===== src/rtl/lazy_max_segment_tree_engine_unit_macros.svh =====
// assertion macros for the range-add / rightmost-search engine
`ifndef LAZY_MAX_SEGMENT_TREE_ENGINE_UNIT_MACROS_SVH
`define LAZY_MAX_SEGMENT_TREE_ENGINE_UNIT_MACROS_SVH
`ifndef NO_ASSERTIONS
`define LMST_IMPLIES(lbl, ante, cons, msg) \
	lbl: assert property (@(posedge clk) disable iff (!arst_n) (ante) |-> (cons)) \
		else $error(msg);
`define LMST_NEXT(lbl, ante, cons, msg) \
	lbl: assert property (@(posedge clk) disable iff (!arst_n) (ante) |=> (cons)) \
		else $error(msg);
`else
`define LMST_IMPLIES(lbl, ante, cons, msg)
`define LMST_NEXT(lbl, ante, cons, msg)
`endif
`endif


===== src/rtl/lmst_pkg.sv =====
// ----------------------------------------------------------------------------
// lmst_pkg
// Shared types and constants of the range-add / rightmost-search engine.
// ----------------------------------------------------------------------------
`default_nettype none
package lmst_pkg;
	localparam int POSITIONS_DEF = 1024;
	localparam int POS_W   = 11;
	localparam int DATA_W  = 32;
	localparam int DELTA_W = 16;
	localparam int THR_W   = 31;
	localparam int CMD_W   = 3;

	localparam logic [POS_W-1:0] ACTIVE_RST    = 11'd1024;
	localparam logic [THR_W-1:0] THRESHOLD_RST = 31'd1;

	localparam logic [CMD_W-1:0] CMD_CLEAR      = 3'd0;
	localparam logic [CMD_W-1:0] CMD_ADD        = 3'd1;
	localparam logic [CMD_W-1:0] CMD_MARK       = 3'd2;
	localparam logic [CMD_W-1:0] CMD_FIND_COUNT = 3'd3;
	localparam logic [CMD_W-1:0] CMD_FIND_MARK  = 3'd4;

	localparam logic REG_ACTIVE    = 1'b0;
	localparam logic REG_THRESHOLD = 1'b1;

	typedef struct packed {
		logic latch;
		logic sweep_wr;
		logic rd;
		logic add_wr;
		logic mark_wr;
		logic ptr_inc;
		logic ptr_dec;
		logic res_found;
	} dp_cmd_t;

	typedef struct packed {
		logic ptr_le_hi;
		logic ptr_is_end;
		logic ptr_is_one;
		logic sweep_last;
		logic hit;
	} dp_stat_t;
endpackage
`default_nettype wire


===== src/rtl/lmst_ctrl.sv =====
// ----------------------------------------------------------------------------
// lmst_ctrl
// Sequencer: clearing sweep, read-modify-write add loop, mark write, descending search.
// ----------------------------------------------------------------------------
`default_nettype none
module lmst_ctrl (
	input  wire logic                       clk,
	input  wire logic                       arst_n,
	input  wire logic                       start,
	input  wire logic [lmst_pkg::CMD_W-1:0] command,
	input  wire lmst_pkg::dp_stat_t         stat,
	output lmst_pkg::dp_cmd_t               ctl,
	output logic                            busy,
	output logic                            done
);
	typedef enum logic [2:0] {
		ST_IDLE, ST_SWEEP, ST_ADD_RD, ST_ADD_WR, ST_MARK, ST_SRCH_RD, ST_SRCH_CMP, ST_DONE
	} state_t;

	state_t state_q, state_d;
	logic   from_cmd_q;
	logic   busy_q, done_q;

	always_comb begin
		ctl     = '0;
		state_d = state_q;
		unique case (state_q)
			ST_IDLE: begin
				if (start) begin
					ctl.latch = 1'b1;
					unique case (command) inside
						lmst_pkg::CMD_CLEAR:      state_d = ST_SWEEP;
						lmst_pkg::CMD_ADD:        state_d = ST_ADD_RD;
						lmst_pkg::CMD_MARK:       state_d = ST_MARK;
						lmst_pkg::CMD_FIND_COUNT,
						lmst_pkg::CMD_FIND_MARK:  state_d = ST_SRCH_RD;
						default:                  state_d = ST_DONE;
					endcase
				end
			end
			ST_SWEEP: begin
				ctl.sweep_wr = 1'b1;
				if (stat.sweep_last) state_d = from_cmd_q ? ST_DONE : ST_IDLE;
				else ctl.ptr_inc = 1'b1;
			end
			ST_ADD_RD: begin
				if (!stat.ptr_le_hi) state_d = ST_DONE;
				else begin
					ctl.rd  = 1'b1;
					state_d = ST_ADD_WR;
				end
			end
			ST_ADD_WR: begin
				ctl.add_wr = 1'b1;
				if (stat.ptr_is_end) state_d = ST_DONE;
				else begin
					ctl.ptr_inc = 1'b1;
					state_d     = ST_ADD_RD;
				end
			end
			ST_MARK: begin
				ctl.mark_wr = 1'b1;
				state_d     = ST_DONE;
			end
			ST_SRCH_RD: begin
				ctl.rd  = 1'b1;
				state_d = ST_SRCH_CMP;
			end
			ST_SRCH_CMP: begin
				if (stat.hit) begin
					ctl.res_found = 1'b1;
					state_d       = ST_DONE;
				end else if (stat.ptr_is_one) state_d = ST_DONE;
				else begin
					ctl.ptr_dec = 1'b1;
					state_d     = ST_SRCH_RD;
				end
			end
			ST_DONE: state_d = ST_IDLE;
			default: state_d = ST_IDLE;
		endcase
	end

	// reset starts a silent clearing sweep
	always_ff @(posedge clk or negedge arst_n) begin
		if (!arst_n) begin
			state_q    <= ST_SWEEP;
			from_cmd_q <= 1'b0;
			busy_q     <= 1'b1;
			done_q     <= 1'b0;
		end else begin
			state_q <= state_d;
			busy_q  <= (state_d != ST_IDLE);
			done_q  <= (state_d == ST_DONE);
			if (ctl.latch) from_cmd_q <= 1'b1;
		end
	end

	assign busy = busy_q;
	assign done = done_q;
endmodule
`default_nettype wire


===== config.mk =====
export PLATFORM = sky130hd
export DESIGN_NAME = lmst_ctrl
export DESIGN_NICKNAME = d
export VERILOG_FILES = /design/src/rtl/lazy_max_segment_tree_engine_unit_macros.svh /design/src/rtl/lmst_pkg.sv /design/src/rtl/lmst_ctrl.sv
export SDC_FILE = /design/constraint.sdc
export NUM_CORES = 1
export LEC_CHECK = 0
export BUFFER_PORTS_ARGS = -buffer_cell sky130_fd_sc_hd__clkbuf_2
export CAP_MARGIN = 20
export CORE_AREA = 3 3 40 42
export DETAILED_ROUTE_END_ITERATION = 8
export DIE_AREA = 0 0 43 45
export PLACE_DENSITY = 0.7
export SLEW_MARGIN = 20
export SYNTH_ARGS = -nofsm -noshare
export SYNTH_HDL_FRONTEND = slang
export SYNTH_SLANG_ARGS = --single-unit
export TNS_END_PERCENT = 5

===== constraint.sdc =====
create_clock -name clk -period 3.06 [get_ports clk]
set_input_delay 0.612 -clock clk [delete_from_list [all_inputs] [get_ports clk]]
set_output_delay 0.612 -clock clk [all_outputs]
set_load 0.02 [all_outputs]

==> metrics.txt, run 1 <==
# TYPE chip_impl_metric gauge
chip_impl_metric{name="path_max_fanout",unit=""} 15
chip_impl_info{name="critical_path.cell_chain",value="and2b_1 > a22o_2 > clkbuf_2"} 1
chip_impl_metric{name="num_vias",unit=""} 404
chip_impl_metric{name="die_height",unit="µm"} 45
chip_impl_metric{name="avg_wl_per_cell",unit="µm"} 11.0
chip_impl_metric{name="firstDrtPassIters",unit=""} 2
chip_impl_metric{name="vdd_drop_max",unit="mV"} 0.434
chip_impl_metric{name="hpwl",unit="µm"} 746
chip_impl_metric{name="grt_pass1_wl",unit="mm"} 1.55
chip_impl_metric{name="post-synth-top-area-fraction",unit="%"} 23.6
chip_impl_metric{name="syn_nets",unit=""} 56
chip_impl_metric{name="syn2layout_area_growth",unit="%"} 33.0
chip_impl_metric{name="clk_transition_reported_paths",unit="ps"} 50
chip_impl_info{name="clockRootBuffer",value="clkbuf_4"} 1
chip_impl_metric{name="finalCoreUtilization",unit="%"} 43.9
chip_impl_metric{name="timing_max_transition_violations_final",unit=""} 0
chip_impl_metric{name="placeableCoreArea",unit="µm²"} 1280
chip_impl_metric{name="post_synthesis_simple_gate_area_fraction",unit="%"} 33.0
chip_impl_metric{name="power.density_cell_area",unit="nW/µm²"} 1000
chip_impl_info{name="cp-end-kind",value="output port"} 1
chip_impl_metric{name="cp_data_required_time",unit="ps"} 2450
chip_impl_metric{name="gr-usage-all-layers",unit="%"} 10.4
chip_impl_info{name="worst_path_dominant_cell_family",value="flip-flops"} 1
chip_impl_metric{name="tritoncts_num_sinks",unit=""} 6
chip_impl_metric{name="number_of_top_level_pins",unit=""} 21
chip_impl_metric{name="post_route_drc_violation_count",unit=""} 0
chip_impl_metric{name="grt-ovfl-total",unit=""} 0
chip_impl_metric{name="setup_total_negative_slack",unit="ps"} 0
chip_impl_metric{name="antennaDiodeCount",unit=""} 0
chip_impl_metric{name="synthDistinctLibCells",unit=""} 29
chip_impl_metric{name="hold_viol_final",unit=""} 0
chip_impl_metric{name="gp_congestion",unit=""} 0.692
chip_impl_metric{name="total_setup_buffers_inserted_after_cts",unit=""} 0
chip_impl_info{name="ys_flop_type",value="dfrtp_1"} 1
chip_impl_metric{name="cts-resized-gates",unit=""} 0
chip_impl_metric{name="dp_worst_setup_slack",unit="ps"} 1200
chip_impl_metric{name="synthAdderAreaFrac",unit="%"} 0
chip_impl_info{name="synth_commonest_cells",value="inv_1 (5), dfrtp_1 (4), nor2_1 (3), nor3b_1 (3)"} 1
chip_impl_metric{name="reg2reg_setup_slack",unit="ps"} 1560
chip_impl_metric{name="worstMarginPinSlew",unit="ps"} 349
chip_impl_metric{name="final_nets",unit=""} 80
chip_impl_metric{name="antenna_violations_before_repair",unit=""} 0
chip_impl_metric{name="regArea",unit="µm²"} 153
chip_impl_info{name="synthMostInstantiatedCell",value="inv_1"} 1
chip_impl_info{name="combinational_family_with_the_most_area_after_synthesis",value="simple AND/OR/NAND/NOR gates"} 1
chip_impl_metric{name="total_leakage_power",unit="nW"} 0.272
chip_impl_metric{name="syn-mean-instance-area",unit="µm²"} 9.43
chip_impl_info{name="critical_path.startpoint_type",value="flip-flop"} 1
chip_impl_metric{name="setup_viol",unit=""} 0
chip_impl_metric{name="h-tree-depth",unit=""} 1
chip_impl_metric{name="synth-edff-count",unit=""} 0
chip_impl_metric{name="wirelength",unit="µm"} 916
chip_impl_metric{name="n_fill_cell",unit=""} 144
chip_impl_metric{name="clock_latency",unit="ps"} 240
chip_impl_metric{name="drt.antenna.violating_nets",unit=""} 0
chip_impl_metric{name="route.detailed.vias_per_inst",unit=""} 4.87
chip_impl_metric{name="maximum_clock_frequency",unit="GHz"} 0.475
chip_impl_metric{name="iteration_0_drc_count_of_the_detailed_router",unit=""} 4
chip_impl_metric{name="area_used_by_multi_input_combinational_logic",unit="µm²"} 248
chip_impl_info{name="worst_hold_class",value="in -> async"} 1
chip_impl_info{name="yosysTopAreaCell",value="dfrtp_1"} 1
chip_impl_metric{name="timing.slew.headroom",unit="%"} 76.7
chip_impl_metric{name="synth_area",unit="µm²"} 424
chip_impl_info{name="critPathSlowestCell",value="dfstp_2"} 1
chip_impl_metric{name="critical_path_arrival",unit="ps"} 1500
chip_impl_metric{name="std_cell_rows",unit=""} 13
chip_impl_metric{name="grt_pass1_vias",unit=""} 396
chip_impl_metric{name="yosys_warnings",unit=""} 0
chip_impl_metric{name="finalWorstSetupSlack",unit="ps"} 953
chip_impl_metric{name="final_layout_size_suffix_gt1_share",unit="%"} 47.1
chip_impl_metric{name="final.min_clock_period",unit="ps"} 2110
chip_impl_metric{name="synth.area.mux_share",unit="%"} 2.36
chip_impl_metric{name="numCtsBuffers",unit=""} 3
chip_impl_metric{name="synthesized_area_fraction_occupied_by_ao_oa_aoi_and_oai_cells",unit="%"} 20.9
chip_impl_metric{name="final_min_period_over_clock_period",unit="%"} 68.9
chip_impl_metric{name="synth_seq_cells",unit=""} 6
chip_impl_metric{name="fraction_of_registers_with_async_set_reset",unit="%"} 100
chip_impl_metric{name="drv_cap",unit=""} 0
chip_impl_metric{name="sequential_element_share_of_the_synthesized_area",unit="%"} 36.0
chip_impl_metric{name="port-buffer-count",unit=""} 20
chip_impl_metric{name="synthCells",unit=""} 45
chip_impl_metric{name="maximum_number_of_pins_on_one_net_before_global_route_repair",unit=""} 16
chip_impl_info{name="kind_of_critical_path",value="reg -> out"} 1
chip_impl_info{name="run_status",value="completed"} 1
chip_impl_metric{name="critical_path_buf_inv_count",unit=""} 1
chip_impl_metric{name="start_util",unit="%"} 33.0
chip_impl_metric{name="fp.dieArea",unit="µm²"} 1940
chip_impl_metric{name="cts_hold_buf",unit=""} 0
chip_impl_metric{name="dieWidth",unit="µm"} 43
chip_impl_metric{name="slowest_delay",unit="ps"} 670
chip_impl_info{name="synth.area.top_cells",value="dfrtp_1 (24%), dfstp_2 (12%), nor4b_4 (5.6%)"} 1
chip_impl_info{name="rsz0062_at_grt",value="false"} 1
chip_impl_metric{name="clk_path_buf_depth",unit=""} 2
chip_impl_metric{name="synth_xor_area_share",unit="%"} 2.06
chip_impl_info{name="cts_tree",value="done"} 1
chip_impl_metric{name="timing.clock.skew",unit="ps"} 7.83
per-layer routing:
layer | share of wire (%) | global-route usage, % | vias to the layer above | wire length [µm]
met5 | 0 | 0 | - | 0
li1 | - | - | 207 | -
met2 | 47 | 18.0 | 14 | 429
met3 | 8.4 | 1.20 | 0 | 77
met1 | 45 | 12.8 | 183 | 410
met4 | 0 | 5.42 | 0 | 0
metrics by stage:
stage	total power [mW]	cells	hold WS, ps	instance area [µm²]
after floorplan	0.411	45	316	424
after global placement	0.488	79	439	538
after detailed placement	0.492	79	447	538
after CTS	0.576	83	181	564
after global routing	0.611	83	183	564
final	0.565	83	188	564
where the power goes:
| part | internal (mW) | total (mW) | switching [mW] |
|---|---|---|---|
| registers | 0.126 | 0.193 | 0.0669 |
| logic | 0.131 | 0.295 | 0.164 |
| clock network | 0.0494 | 0.0778 | 0.0284 |
placed cells by master, fill, tap and decap left out, drive strengths merged:
master / instances
clkbuf: 24
inv: 5
dfrtp: 4
nor2: 3
nor3b: 3
and2: 2
nand2: 2
nand3: 2
a21oi: 2
dfstp: 2
and2b: 2
a22o: 2
mux2i: 1
o22ai: 1
nand2b: 1
nor2b: 1
a22oi: 1
xnor2: 1
nor4b: 1
o21ai: 1
o221a: 1
o21a: 1
a31oi: 1
a211oi: 1
nor3: 1
nor4: 1
or2: 1
logic make-up (layout without fill, tap and decap cells):
group	after synthesis	in the layout
flops	6	6
mux	1	1
compound gates	11	11
buf+inv	6	29
xor+xnor	1	1
simple gates	20	20
final cells by class:
class	count	share of cell area, %
flip-flops and latches	6	27.1
inverters	5	3.33
multi-input cells	33	43.9
well taps	15	3.33
repair buffers	20	17.7
clock buffers	4	4.66
sequential cells by signal, summed over array words and instances, names as in the netlist:
signal,count
state_q,3
done,1
from_cmd_q,1
busy,1
final timing paths:
check	startpoint	depth (start not counted)	endpoint
min	arst_n	1	done
min reg2reg	from_cmd_q	1	from_cmd_q
max in group asynchronous	arst_n	1	state_q[0]
max	state_q[0]	3	ctl[5]
max reg2reg	state_q[0]	4	done
min in group clk	from_cmd_q	1	from_cmd_q
Power figures use the tool's default switching activity.
==> run 2, diff against run 1 <==
--- a/config.mk
+++ b/config.mk
@@ -10,7 +10,7 @@
 export CORE_AREA = 3 3 40 42
 export DETAILED_ROUTE_END_ITERATION = 8
 export DIE_AREA = 0 0 43 45
-export PLACE_DENSITY = 0.7
+export PLACE_DENSITY = 0.72
 export SLEW_MARGIN = 20
 export SYNTH_ARGS = -nofsm -noshare
 export SYNTH_HDL_FRONTEND = slang
==> constraint.sdc (replaced) <==
create_clock -name clk -period 1.9 [get_ports clk]
set_input_delay 0.38 -clock clk [delete_from_list [all_inputs] [get_ports clk]]
set_output_delay 0.38 -clock clk [all_outputs]
set_load 0.02 [all_outputs]
==> run 2 against run 1 <==
Effect of this change:
- setup slack got worse by 880 ps
- count of clock-buffer cells in the layout did not move
- critical path depth did not move
- total power rose by 67%
- core utilization rose by 2.0 points
- critical path type unchanged
- critical endpoint unchanged
==> metrics.txt, run 2 (synthesized netlist as in run 1, its figures left out) <==
# TYPE chip_impl_metric gauge
chip_impl_metric{name="worst_r2r_path_depth",unit=""} 5
chip_impl_metric{name="iteration_0_drc_count_of_the_detailed_router",unit=""} 3
chip_impl_metric{name="vdd_drop_max",unit="mV"} 0.581
chip_impl_metric{name="antenna_violations_before_repair",unit=""} 0
chip_impl_metric{name="firstDrtPassIters",unit=""} 3
chip_impl_metric{name="placeableCoreArea",unit="µm²"} 1280
chip_impl_metric{name="route.detailed.vias_per_inst",unit=""} 4.66
chip_impl_info{name="layout.cells.most_common_list",value="clkbuf_2 (20), inv_1 (5)"} 1
chip_impl_metric{name="fp.dieArea",unit="µm²"} 1940
chip_impl_info{name="kind_of_critical_path",value="reg -> out"} 1
chip_impl_metric{name="maximum_number_of_pins_on_one_net_before_global_route_repair",unit=""} 16
chip_impl_metric{name="die_height",unit="µm"} 45
chip_impl_info{name="startpoint",value="state_q[0]"} 1
chip_impl_metric{name="h-tree-depth",unit=""} 1
chip_impl_info{name="cp-end-kind",value="output port"} 1
chip_impl_metric{name="worstMarginPinSlew",unit="ps"} 304
chip_impl_metric{name="clk_transition_reported_paths",unit="ps"} 50
chip_impl_metric{name="comb_power_share",unit="%"} 55.3
chip_impl_metric{name="clk_path_buf_depth",unit=""} 2
chip_impl_metric{name="setup_total_negative_slack",unit="ps"} 0
chip_impl_metric{name="std_cell_rows",unit=""} 13
chip_impl_metric{name="final.min_clock_period",unit="ps"} 1820
chip_impl_info{name="critical_path.startpoint_type",value="flip-flop"} 1
chip_impl_metric{name="report.power.total",unit="mW"} 0.945
chip_impl_info{name="worst_hold_class",value="in -> async"} 1
chip_impl_metric{name="dpl-instance-area",unit="µm²"} 538
chip_impl_metric{name="setup_viol",unit=""} 0
chip_impl_metric{name="wirelength",unit="µm"} 907
chip_impl_metric{name="final_min_period_over_clock_period",unit="%"} 95.9
chip_impl_metric{name="n_fill_cell",unit=""} 128
chip_impl_metric{name="power.density_cell_area",unit="nW/µm²"} 1600
chip_impl_metric{name="grt_pass1_wl",unit="mm"} 1.30
chip_impl_metric{name="dieWidth",unit="µm"} 43
chip_impl_metric{name="final_layout_size_suffix_gt1_share",unit="%"} 49.3
chip_impl_metric{name="power.net_switching",unit="mW"} 0.423
chip_impl_metric{name="power_report.internal_total",unit="mW"} 0.522
chip_impl_metric{name="timing.slew.headroom",unit="%"} 79.6
chip_impl_info{name="rsz0062_at_grt",value="false"} 1
chip_impl_metric{name="avg_wl_per_cell",unit="µm"} 10.5
chip_impl_info{name="cts_tree",value="done"} 1
chip_impl_metric{name="path_max_fanout",unit=""} 12
chip_impl_metric{name="tritoncts_num_sinks",unit=""} 6
chip_impl_info{name="run_status",value="completed"} 1
chip_impl_metric{name="final_nets",unit=""} 83
chip_impl_metric{name="clock_latency",unit="ps"} 240
chip_impl_metric{name="grt_pass1_vias",unit=""} 344
chip_impl_metric{name="timing.clock.skew",unit="ps"} 8.26
chip_impl_metric{name="post_route_drc_violation_count",unit=""} 0
chip_impl_info{name="worst_r2r_startpoint",value="state_q[0]"} 1
chip_impl_metric{name="worst_hold_slack",unit="ps"} 491
chip_impl_metric{name="drv_cap",unit=""} 0
chip_impl_metric{name="port-buffer-count",unit=""} 20
chip_impl_metric{name="grt-ovfl-total",unit=""} 0
chip_impl_metric{name="drt.antenna.violating_nets",unit=""} 0
chip_impl_info{name="top_register",value="state_q"} 1
chip_impl_metric{name="syn2layout_area_growth",unit="%"} 39.2
chip_impl_metric{name="area_used_by_multi_input_combinational_logic",unit="µm²"} 248
chip_impl_metric{name="total_leakage_power",unit="nW"} 0.285
chip_impl_metric{name="maximum_clock_frequency",unit="GHz"} 0.549
chip_impl_metric{name="num_vias",unit=""} 401
chip_impl_info{name="layout.cells.most_common",value="clkbuf_2"} 1
chip_impl_metric{name="gr-usage-all-layers",unit="%"} 9.30
chip_impl_metric{name="pwr-share-clk",unit="%"} 13.1
chip_impl_info{name="worst_r2r_endpoint",value="busy"} 1
chip_impl_metric{name="power.share.sequential",unit="%"} 31.6
chip_impl_metric{name="hold_viol_final",unit=""} 0
chip_impl_metric{name="number_of_top_level_pins",unit=""} 21
chip_impl_metric{name="numCtsBuffers",unit=""} 3
chip_impl_metric{name="regArea",unit="µm²"} 154
chip_impl_metric{name="hpwl",unit="µm"} 724
chip_impl_metric{name="antennaDiodeCount",unit=""} 0
chip_impl_metric{name="post-route-cell-area",unit="µm²"} 591
chip_impl_metric{name="reg2reg_setup_slack",unit="ps"} 420
chip_impl_info{name="clockRootBuffer",value="clkbuf_4"} 1
chip_impl_metric{name="sw_frac_of_total",unit="%"} 44.7
chip_impl_metric{name="critical_path_arrival",unit="ps"} 1440
chip_impl_metric{name="flip_flop_count_of_the_largest_register_all_copies_and_words_added",unit=""} 3
chip_impl_metric{name="timing_max_transition_violations_final",unit=""} 0
chip_impl_metric{name="gp_congestion",unit=""} 0.785
chip_impl_metric{name="cp_data_required_time",unit="ps"} 1520
chip_impl_metric{name="start_util",unit="%"} 33.0
==> run 2: through the flow <==
| stage | util (%) | setup slack (ps) | cells |
|---|---|---|---|
| 3_3_place_gp | 41.9 | 289 | 79 |
| 4_1_cts | 44.7 | 6.61 | 84 |
| 3_5_place_dp | 41.9 | 264 | 79 |
| 6_report | 46.0 | 77.0 | 86 |
| 2_1_floorplan | - | 229 | 45 |
| 5_1_grt | 46.0 | 34.8 | 86 |
==> run 2: worst max-delay path by stage <==
stage / endpoint / slack [ps] / depth (start not counted)
finish: ctl[5] / 80 / 3
global route: ctl[5] / 30 / 3
CTS: ctl[5] / 7 / 3
detailed placement: ctl[5] / 260 / 3
global placement: ctl[5] / 290 / 3
floorplan: ctl[2] / 230 / 3
==> run 2: worst max-delay path, stage by stage (launching register included) <==
cell and delay, ps:
dfstp_2 620, and2b_1 220, a22o_2 220, clkbuf_2 150
==> run 2: routing by layer <==
layer  vias up  track usage, %  wire, µm
li1        214               -         -
met1       172            10.1       409
met2        13            16.2       421
met3         2            1.59        64
met4         0            7.23        12
met5         -               0         0
==> run 2: layout make-up <==
type,instances,share of cell area (%)
inverters,5,3.18
repair buffers,23,21.2
flip-flops and latches,6,26.1
multi-input cells,33,41.9
well taps,15,3.18
clock buffers,4,4.45
==> run 2: power by group through the flow <==
stage                     sequential [mW]  clock, mW  combinational, mW
after global routing                0.312      0.131              0.571
after floorplan                     0.291          0              0.371
after global placement              0.307          0              0.473
after detailed placement            0.310          0              0.479
final                               0.298      0.124              0.522
after CTS                           0.309      0.129              0.483
==> run 2: what timing repair did <==
action                                  CTS  global route
endpoints found under the hold margin     4             0
gates resized for setup                   0             1
buffers inserted                          0             2
endpoints found under the setup margin    0             2
hold buffers                              1             0
==> run 3, diff against run 2 <==
--- a/config.mk
+++ b/config.mk
@@ -7,10 +7,13 @@
 export LEC_CHECK = 0
 export BUFFER_PORTS_ARGS = -buffer_cell sky130_fd_sc_hd__clkbuf_2
 export CAP_MARGIN = 20
-export CORE_AREA = 3 3 40 42
+export CELL_PAD_IN_SITES_DETAIL_PLACEMENT = 1
+export CELL_PAD_IN_SITES_GLOBAL_PLACEMENT = 1
+export CORE_MARGIN = 3
+export CORE_UTILIZATION = 29
+export CTS_BUF_LIST = sky130_fd_sc_hd__clkbuf_4 sky130_fd_sc_hd__clkbuf_8
 export DETAILED_ROUTE_END_ITERATION = 8
-export DIE_AREA = 0 0 43 45
-export PLACE_DENSITY = 0.72
+export PLACE_DENSITY = 0.85
 export SLEW_MARGIN = 20
 export SYNTH_ARGS = -nofsm -noshare
 export SYNTH_HDL_FRONTEND = slang
==> run 3 against run 2 <==
Effect of this change:
- register-to-register slack about the same
- sequential power down 2%
- flip-flop and latch count unchanged
- first-iteration DRC count down 33%
- cell area up 1.3%
- global-route usage up 4.8 points
- wire length up 27%
- non-clock buffer count unchanged
- total power up 5.0%
- setup slack better by 28 ps
- maximum frequency up 1.6%
- worst hold slack better by 8.7 ps
- largest cell class unchanged
- largest power group unchanged
==> metrics.txt, run 3 (synthesized netlist as in run 1, its figures left out) <==
# TYPE chip_impl_metric gauge
chip_impl_metric{name="firstDrtPassIters",unit=""} 2
chip_impl_metric{name="fp.dieArea",unit="µm²"} 1960
chip_impl_metric{name="num_vias",unit=""} 428
chip_impl_metric{name="die_height",unit="µm"} 44.2
chip_impl_metric{name="gr-usage-all-layers",unit="%"} 14.1
chip_impl_metric{name="final_min_period_over_clock_period",unit="%"} 94.5
chip_impl_metric{name="dpl-instance-area",unit="µm²"} 538
chip_impl_metric{name="setup_total_negative_slack",unit="ps"} 0
chip_impl_metric{name="route.detailed.vias_per_inst",unit=""} 4.98
chip_impl_metric{name="power.density_cell_area",unit="nW/µm²"} 1660
chip_impl_metric{name="hpwl",unit="µm"} 929
chip_impl_metric{name="critical_path_arrival",unit="ps"} 1420
chip_impl_metric{name="n_fill_cell",unit=""} 176
chip_impl_metric{name="final.min_clock_period",unit="ps"} 1800
chip_impl_metric{name="hold_viol_final",unit=""} 0
chip_impl_info{name="cts_tree",value="done"} 1
chip_impl_metric{name="placeableCoreArea",unit="µm²"} 1330
chip_impl_metric{name="maximum_number_of_pins_on_one_net_before_global_route_repair",unit=""} 11
chip_impl_metric{name="post-route-cell-area",unit="µm²"} 598
chip_impl_metric{name="path_max_fanout",unit=""} 8
chip_impl_metric{name="sw_frac_of_total",unit="%"} 45.5
chip_impl_metric{name="worstMarginPinSlew",unit="ps"} 351
chip_impl_info{name="kind_of_critical_path",value="reg -> out"} 1
chip_impl_metric{name="clk_transition_reported_paths",unit="ps"} 50
chip_impl_info{name="worst_hold_class",value="in -> async"} 1
chip_impl_info{name="run_status",value="completed"} 1
chip_impl_info{name="top_register",value="state_q"} 1
chip_impl_info{name="cp-end-kind",value="output port"} 1
chip_impl_metric{name="syn2layout_area_growth",unit="%"} 41.0
chip_impl_info{name="clockRootBuffer",value="clkbuf_4"} 1
chip_impl_info{name="rsz0062_at_grt",value="false"} 1
chip_impl_metric{name="regArea",unit="µm²"} 155
chip_impl_metric{name="gp_congestion",unit=""} 0.758
chip_impl_metric{name="grt_pass1_wl",unit="mm"} 2.01
chip_impl_metric{name="power.net_switching",unit="mW"} 0.451
chip_impl_metric{name="final_nets",unit=""} 83
chip_impl_metric{name="vdd_drop_max",unit="mV"} 0.806
chip_impl_metric{name="timing.slew.headroom",unit="%"} 76.6
chip_impl_metric{name="iteration_0_drc_count_of_the_detailed_router",unit=""} 2
chip_impl_metric{name="dieWidth",unit="µm"} 44.2
chip_impl_metric{name="grt-ovfl-total",unit=""} 0
chip_impl_metric{name="clk_path_buf_depth",unit=""} 2
chip_impl_metric{name="number_of_top_level_pins",unit=""} 21
chip_impl_metric{name="dp.cells",unit=""} 79
chip_impl_metric{name="h-tree-depth",unit=""} 1
chip_impl_metric{name="wirelength",unit="mm"} 1.15
chip_impl_metric{name="std_cell_rows",unit=""} 13
chip_impl_metric{name="flip_flop_count_of_the_largest_register_all_copies_and_words_added",unit=""} 3
chip_impl_metric{name="pwr-share-clk",unit="%"} 14.2
chip_impl_metric{name="maximum_clock_frequency",unit="GHz"} 0.557
chip_impl_metric{name="drv_cap",unit=""} 0
chip_impl_metric{name="comb_power_share",unit="%"} 56.3
chip_impl_metric{name="power.share.sequential",unit="%"} 29.5
chip_impl_metric{name="worst_r2r_path_depth",unit=""} 5
chip_impl_metric{name="cp_data_required_time",unit="ps"} 1520
chip_impl_info{name="critical_path.startpoint_type",value="flip-flop"} 1
chip_impl_info{name="layout.cells.most_common_list",value="clkbuf_2 (20), inv_1 (5), clkbuf_4 (4)"} 1
chip_impl_metric{name="grt_pass1_vias",unit=""} 451
chip_impl_metric{name="clock_latency",unit="ps"} 240
chip_impl_metric{name="drt.antenna.violating_nets",unit=""} 0
chip_impl_metric{name="antennaDiodeCount",unit=""} 0
chip_impl_metric{name="setup_viol",unit=""} 0
chip_impl_metric{name="timing_max_transition_violations_final",unit=""} 0
chip_impl_metric{name="antenna_violations_before_repair",unit=""} 0
chip_impl_metric{name="post_layout_nonfiller_instances",unit=""} 86
chip_impl_metric{name="post_route_drc_violation_count",unit=""} 0
chip_impl_metric{name="final_layout_size_suffix_gt1_share",unit="%"} 53.5
chip_impl_metric{name="area_used_by_multi_input_combinational_logic",unit="µm²"} 250
chip_impl_metric{name="power_report.internal_total",unit="mW"} 0.541
chip_impl_metric{name="timing.clock.skew",unit="ps"} 4.34
chip_impl_metric{name="start_util",unit="%"} 31.8
chip_impl_metric{name="total_leakage_power",unit="nW"} 0.287
chip_impl_metric{name="tritoncts_num_sinks",unit=""} 6
chip_impl_info{name="layout.cells.most_common",value="clkbuf_2"} 1
chip_impl_metric{name="report.power.total",unit="mW"} 0.992
chip_impl_metric{name="numCtsBuffers",unit=""} 3
chip_impl_metric{name="port-buffer-count",unit=""} 20
chip_impl_metric{name="finalCoreUtilization",unit="%"} 44.8
chip_impl_metric{name="avg_wl_per_cell",unit="µm"} 13.3
[run 3: worst max-delay path, cell delays in order, from the launching register on]
cell and delay [ps]:
dfrtp_2 480, and2b_4 200, and2_1 160, a22o_1 170
clkbuf_2 150
[run 3: final timing paths]
| kind | start | endpoint | slack [ps] |
|---|---|---|---|
| worst max-delay path | state_q[1] | ctl[2] | 100 |
| worst max register to register | state_q[0] | busy | 420 |
| worst min register to register | from_cmd_q | from_cmd_q | 530 |
| max in group asynchronous | arst_n | busy | 1170 |
| min in group clk | from_cmd_q | from_cmd_q | 530 |
| worst min-delay path | arst_n | done | 500 |
[run 3: what timing repair did]
action / 4_1_cts / 5_1_grt
hold buffers: 1 / 0
endpoints found under the hold margin: 4 / 0
resized for setup: 0 / 3
endpoints found under the setup margin: 1 / 1
setup buffers: 1 / 1
[run 3: power groups by stage]
stage	Combinational, mW	Sequential (mW)	Clock, mW
floorplan	0.371	0.291	0
global placement	0.477	0.312	0
detailed placement	0.490	0.319	0
CTS	0.540	0.287	0.149
global route	0.622	0.304	0.158
finish	0.559	0.293	0.141
[run 3: stage by stage]
step | hold slack [ps] | setup slack [ps]
floorplan | 84.4 | 229
global route | 511 | 7.14
finish | 500 | 105
CTS | 496 | 1.77
detailed placement | 213 | 246
global placement | 207 | 282
[run 3: layout make-up]
cell class / count / area share, %
multi-input combinational: 33 / 41.8
clock buffer: 4 / 5.02
sequential: 6 / 25.9
timing repair buffer: 23 / 20.9
inverter: 5 / 3.14
tap: 15 / 3.14
[run 3: layer usage]
metal / share of wire [%] / wire length, µm / vias to the layer above / GRT usage (%)
li1: - / - / 211 / -
met1: 40 / 456 / 207 / 17.1
met2: 55 / 628 / 10 / 23.5
met3: 5.5 / 63 / 0 / 1.22
met4: 0 / 0 / 0 / 9.04
met5: 0 / 0 / - / 0
